## src/rtl/core/wrwk_pkg.sv

```systemverilog
// ----------------------------------------------------------------------------
// wrwk_pkg
// Shared types and constants of the weighted random walk step block.
// ----------------------------------------------------------------------------
package wrwk_pkg;

  // table geometry and field widths
  localparam int unsigned MAX_VERTICES = 16;
  localparam int unsigned VERTEX_W     = 4;
  localparam int unsigned COUNT_W      = 5;
  localparam int unsigned COLUMN_W     = 5;
  localparam int unsigned WEIGHT_W     = 16;
  localparam int unsigned TOTAL_W      = 20;
  localparam int unsigned FRACTION_W   = 16;
  localparam int unsigned EDGE_ADDR_W  = 2 * VERTEX_W;
  localparam int unsigned LHS_W        = TOTAL_W + FRACTION_W;
  localparam int unsigned REM_W        = TOTAL_W + 1;
  localparam int unsigned MIN_VERTICES = 2;

  // configuration port
  localparam int unsigned CFG_ADDR_W = 1;
  localparam int unsigned CFG_DATA_W = 5;

  localparam logic [CFG_ADDR_W-1:0] CFG_VERTEX_COUNT = 1'd0;
  localparam logic [CFG_ADDR_W-1:0] CFG_START_VERTEX = 1'd1;

  // register reset values
  localparam logic [COUNT_W-1:0]  COUNT_RESET = 5'd16;
  localparam logic [VERTEX_W-1:0] START_RESET = 4'd0;

  // item commands
  typedef enum logic [1:0] {
    CMD_WRITE   = 2'd0,
    CMD_STEP    = 2'd1,
    CMD_RESTART = 2'd2
  } cmd_e;

  // input item
  typedef struct packed {
    logic [1:0]            cmd;
    logic [VERTEX_W-1:0]   row;
    logic [COLUMN_W-1:0]   column;
    logic [TOTAL_W-1:0]    weight;
    logic [FRACTION_W-1:0] random_fraction;
  } in_item_t;

  // result item
  typedef struct packed {
    logic [VERTEX_W-1:0] next_vertex;
    logic                absorbed;
    logic                self_loop;
    logic                walk_over;
    logic                scan_underflow;
  } out_item_t;

  // configuration write
  typedef struct packed {
    logic [CFG_ADDR_W-1:0] addr;
    logic [CFG_DATA_W-1:0] data;
  } cfg_item_t;

  // scan datapath control and status
  typedef struct packed {
    logic load;
    logic step;
  } scan_ctrl_t;

  typedef struct packed {
    logic neg;
    logic above;
  } scan_stat_t;

endpackage

```

## src/rtl/core/wrwk_scan.sv

```systemverilog
// ----------------------------------------------------------------------------
// wrwk_scan
// Remaining-mass datapath of the row scan: holds fraction times total and
// the row total minus the weights scanned so far, and compares them exactly.
// ----------------------------------------------------------------------------
module wrwk_scan (
  input  logic                             clk_i,
  input  wrwk_pkg::scan_ctrl_t             ctrl_i,
  input  logic [wrwk_pkg::TOTAL_W-1:0]     total_i,
  input  logic [wrwk_pkg::FRACTION_W-1:0]  frac_i,
  input  logic [wrwk_pkg::WEIGHT_W-1:0]    weight_i,
  output wrwk_pkg::scan_stat_t             stat_o
);

  logic [wrwk_pkg::LHS_W-1:0] lhs_q;
  logic [wrwk_pkg::REM_W-1:0] rem_q;
  logic [wrwk_pkg::REM_W-1:0] rem_nxt;
  logic [wrwk_pkg::LHS_W-1:0] mass;

  // remaining mass after taking the current weight, two's complement
  assign rem_nxt = rem_q - wrwk_pkg::REM_W'(weight_i);

  // remaining mass scaled by the fraction range
  assign mass = {rem_nxt[wrwk_pkg::TOTAL_W-1:0], wrwk_pkg::FRACTION_W'(0)};

  // stop when the mass goes negative or the fraction lies above it
  assign stat_o.neg   = rem_nxt[wrwk_pkg::REM_W-1];
  assign stat_o.above = !rem_nxt[wrwk_pkg::REM_W-1] && (lhs_q > mass);

  // product is registered before the scan uses it
  always_ff @(posedge clk_i) begin
    if (ctrl_i.load) begin
      lhs_q <= wrwk_pkg::LHS_W'(frac_i) * wrwk_pkg::LHS_W'(total_i);
      rem_q <= wrwk_pkg::REM_W'(total_i);
    end else if (ctrl_i.step) begin
      rem_q <= rem_nxt;
    end
  end

endmodule

```

## config.mk

```make
export PLATFORM = sky130hd
export DESIGN_NAME = wrwk_scan
export DESIGN_NICKNAME = d
export VERILOG_FILES = /design/src/rtl/core/wrwk_pkg.sv /design/src/rtl/core/wrwk_scan.sv
export SDC_FILE = /design/constraint.sdc
export NUM_CORES = 1
export LEC_CHECK = 0
export BUFFER_PORTS_ARGS = -buffer_cell sky130_fd_sc_hd__buf_2
export CORE_AREA = 2 2 149 151
export CTS_BUF_LIST = sky130_fd_sc_hd__clkbuf_16
export CTS_CLUSTER_SIZE = 28
export DETAILED_ROUTE_END_ITERATION = 7
export DIE_AREA = 0 0 151 153
export PLACE_DENSITY = 0.83
export SLEW_MARGIN = 10
export SYNTH_ARGS = -nofsm -noshare
export SYNTH_HDL_FRONTEND = slang
export SYNTH_SLANG_ARGS = --single-unit
```

## constraint.sdc

```tcl
create_clock -name clk_i -period 7.4 [get_ports clk_i]
set_input_delay 0.74 -clock clk_i [delete_from_list [all_inputs] [get_ports clk_i]]
set_output_delay 0.74 -clock clk_i [all_outputs]
set_load 0.02 [all_outputs]
```

# After elaboration in Yosys (flattened, before gate mapping)
# Index checks and enable logic that the tools add are counted.
[word_totals]
input_bits = 55
out_inout_bits = 2
register_bits = 57
elab_cells = 11
[classes]
n_reduce_logical = 3
addsub = 1
order_cmp = 1
mul = 1
muxes = 2
[op_table]
columns = ["operator", "count"]
rows = [
  ["20-bit 2-to-1 mux", 2],
  ["36-bit greater-than comparator", 1],
  ["16-bit by 20-bit multiplier with 36-bit output", 1],
  ["21-bit by 16-bit subtractor with 21-bit output", 1],
  ["2-bit nonzero test", 1],
  ["1-bit logical AND", 1],
  ["1-bit zero test", 1],
]

# Longest topological paths before layout
[depth]
depth_word = 3
depth_mapped = 23
depth_no_buf = 21

# Worst setup path before layout
# No wires, ideal clock.
[synth_path]
path_type = "in2reg"
startpoint = "input total_i[12] in the netlist's numbering"
endpoint = "register lhs_q[32] in the netlist's numbering, data pin"
required_time_ps = 7145
path_buffers = 1
path_slack_ps = 1154
stages = 19
setup_ps = 255
arrival_ps = 5991
cell_sequence = "clkbuf_1 > nand2_1 > fa_1 > fa_1 > fa_1 > inv_1 > fa_1 > fa_1 > inv_1 > fa_1 > inv_1 > ha_1 > o21ai_0 > a221o_1 > a32oi_2 > a311o_1 > nand2_1 > o311a_1 > a31o_1"
[synth_via]
elab_chain_cells = 1
[synth_lines]
columns = ["element", "line", "rtl"]
rows = [
  ["start, declared", "wrwk_scan.sv:9", "input logic [wrwk_pkg::TOTAL_W-1:0] total_i,"],
  ["16-bit by 20-bit multiplier with 36-bit output", "wrwk_scan.sv:33", "lhs_q <= wrwk_pkg::LHS_W'(frac_i) * wrwk_pkg::LHS_W'(total_i);"],
  ["end signal, assigned", "wrwk_scan.sv:33", ""],
  ["end, declared", "wrwk_scan.sv:15", "logic [wrwk_pkg::LHS_W-1:0] lhs_q;"],
]
# Every way passes these cells.
# A chain may end at the register's enable or synchronous reset.

# Worst setup path in the final report
[layout_path]
startpoint = "input total_i[7] in the netlist's numbering"
endpoint = "register lhs_q[35] in the netlist's numbering, data pin"
# Same word-level chain as after synthesis.

==> flow_summary.json <==
{
  "die-area_mm2": 0.02310,
  "antenna_found_initial": 0,
  "wl_um": 31430,
  "cp-start-kind": "input pin",
  "rows": 54,
  "ant_nets": 0,
  "reg2reg_to": "rem_q[14]$_DFFE_PP_",
  "holdPathEnd": "rem_q[20]$_SDFFE_PP0P_",
  "met3_usage_pct": 4.090,
  "mappedNetlistArea_mm2": 0.01380,
  "insertedDiodeCount": 0,
  "die_h_um": 153,
  "place.port_buffers": 56,
  "drc": 0,
  "drive_gt1_share_pct": 5.577,
  "cts_buffers": 9,
  "synth.distinct_cells": 57,
  "grt_pass1_wl_um": 52060,
  "cts_tree": "yes",
  "dr.pass1.iters": 7,
  "postCtsHoldBufs": 0,
  "gr-total-overflow": 0,
  "max_slew_margin_pct": 45.64,
  "final_nets": 1969,
  "cts.clk_slew.worst_paths_ps": 50,
  "crit_path_end_kind": "flop",
  "synth-main-ff-cell": "edfxtp_1",
  "insertion_delay_ps": 330,
  "tightest_slew_ps": 815.4,
  "arrival_ps": 6580,
  "via_count": 10440,
  "finalCritPeriodShare_pct": 87.91,
  "ys_ff_latch": 57,
  "ios": 57,
  "min_from": "rem_q[20]$_SDFFE_PP0P_",
  "status": "completed",
  "synth-seq-area-share_pct": 12.33,
  "gp_congestion": 0.9184,
  "busiest_layer": "met2",
  "grt_max_degree": 76,
  "r2r-start": "rem_q[0]$_DFFE_PP_",
  "clock-sinks": 57,
  "root_buffer": "clkbuf_16",
  "whs_path_depth": 2,
  "dp_hpwl_um": 25380,
  "use_met1_pct": 35.21,
  "grtUsageMet2_pct": 50.13,
  "synth_edf_count": 56,
  "worst_clock_skew_ps": 6.265,
  "r2r_cells": 12,
  "drv_cap": 0,
  "fillers": 1662,
  "crit_type": "in -> reg",
  "clock.fmax_ghz": 0.1537,
  "worstPathMaxFanout": 17,
  "max-clock-path-buffers": 2,
  "synth_nets": 1958,
  "yosysWarnings": 0,
  "area_growth_pct": 5.214,
  "async_flop_share_pct": 0,
  "slew_viol_final": 0,
  "finalHoldViolations": 0,
  "grt_usage_pct": 28.57,
  "wl_per_cell_um": 17.42,
  "start_util_pct": 64.22,
  "worst-endpoint-required_ps": 7470,
  "r2r_slack_ps": 4160,
  "core-area_mm2": 0.02149,
  "avgSynthCellArea_um2": 9.149,
  "finalSetupTns_ps": 0,
  "post_cts_resized": 0,
  "dieWidth_um": 151,
  "grt_setup_unrepaired": "false",
  "drt_iter0_drc": 634,
  "vias_per_cell": 5.784,
  "postCtsSetupBuffers": 0,
  "setup_viol": 0,
  "synth_cells": 1508,
  "htree_levels": 3,
  "fin_crit_ps": 6505,
  "first_global_vias": 11170,
  "hp-class": "reg -> reg"
}
[layer usage]
| metal | part of all wire (%) | vias up |
|---|---|---|
| met1 | 38 | 5244 |
| met4 | 4.4 | 0 |
| li1 | - | 4701 |
| met2 | 52 | 394 |
| met3 | 5.8 | 96 |
| met5 | 0 | - |
[cell families after synthesis]
family | Yosys count | share of synthesized area, %
muxes | 4 | 0.2993
buffers and inverters | 360 | 9.794
AOI/OAI and AO/OA | 180 | 8.498
xor gates and xnor gates | 49 | 3.111
adders and majority gates | 395 | 49.48
DFF | 57 | 12.33
and+or+nand+nor | 463 | 16.49
[cell usage in the layout (no fill, tap or decap), types with 17 or more instances in the layout]
master    instances
xor2_1           17
nor2_1           29
inv_1           302
ha_1            144
fa_1            251
a21o_1           23
a21oi_1          48
buf_2            56
nand2_1         218
o21ai_0          43
xnor2_1          32
and2_1          151
edfxtp_1         56
[registers in the layout, summed over array words and instances, names as in the netlist]
signal  flops
lhs_q      36
rem_q      21
[worst max-delay path by stage]
stage                            from                  end  slack, ps
after detailed placement    frac_i[1]  lhs_q[29]$_DFFE_PP_        660
after global routing       total_i[7]  lhs_q[35]$_DFFE_PP_        610
after CTS                  total_i[7]  lhs_q[35]$_DFFE_PP_        970
final                      total_i[7]  lhs_q[35]$_DFFE_PP_        890
after global placement    total_i[10]  lhs_q[30]$_DFFE_PP_        750
after floorplan           total_i[12]  lhs_q[32]$_DFFE_PP_       1150
[worst max-delay path: stages]
cell,delay [ps]
buf_2,390
nand2_1,150
fa_1,560
inv_1,50
fa_1,490
inv_1,60
fa_1,540
inv_1,60
fa_1,450
fa_1,480
inv_1,50
fa_1,470
inv_1,40
ha_1,360
nand2_1,100
o21ai_0,400
a22oi_1,170
nand2_1,170
a41oi_1,200
a31oi_1,390
a31oi_1,120
a21boi_0,140
[through the flow]
step	instances	hold slack (ps)	util, %	instance area, um^2	worst slack, ps
after floorplan	1508	503.6	-	13800	1154
after global placement	1788	520.0	66.22	14230	750.3
after detailed placement	1788	525.9	66.22	14230	661.9
after CTS	1804	542.3	67.56	14520	966.7
after global routing	1804	629.2	67.56	14520	611.1
final	1804	537.8	67.56	14520	894.8
[Yosys cell counts, drive strengths merged, types with 2 or more instances]
| library cell | number | area [um^2] |
|---|---|---|
| a2111oi | 4 | 60.06 |
| a21oi | 49 | 249.0 |
| a21boi | 3 | 22.52 |
| o31ai | 6 | 45.04 |
| nand2 | 218 | 818.3 |
| nand3 | 6 | 30.03 |
| nand4 | 7 | 43.79 |
| o2111ai | 2 | 17.52 |
| clkbuf | 59 | 221.5 |
| o21ai | 47 | 235.2 |
| a21o | 23 | 172.7 |
| xor2 | 17 | 148.9 |
| nor2 | 29 | 108.9 |
| nor2b | 11 | 68.82 |
| nor3 | 8 | 40.04 |
| o22ai | 3 | 18.77 |
| inv | 301 | 1130 |
| or3 | 3 | 18.77 |
| or4 | 2 | 15.01 |
| edfxtp | 56 | 1682 |
| and2 | 151 | 944.7 |
| and3 | 6 | 37.54 |
| nor3b | 2 | 20.02 |
| o21a | 8 | 60.06 |
| xnor2 | 32 | 280.3 |
| a221o | 2 | 20.02 |
| o21bai | 8 | 60.06 |
| o211ai | 2 | 15.01 |
| a211o | 2 | 17.52 |
| fa | 251 | 5025 |
| mux2i | 3 | 30.03 |
| a31oi | 4 | 25.02 |
| nor4 | 2 | 12.51 |
| a211oi | 7 | 52.55 |
| ha | 144 | 1802 |
| nand2b | 10 | 62.56 |
| or2 | 6 | 37.54 |
[final cells by class]
cell class,count,area (um^2),share of cell area (%)
Clock buffer,9,225.2,1.551
Clock inverter,7,62.56,0.4310
Inverter,301,1130,7.783
Multi-Input combinational cell,1091,10740,74.01
Sequential cell,57,1702,11.72
Tap cell,280,350.3,2.413
Timing Repair Buffer,59,302.8,2.086
Power is left out: the tool's default activity adds up to more than one toggle a clock period on the data nets, which glitch-free logic cannot reach.
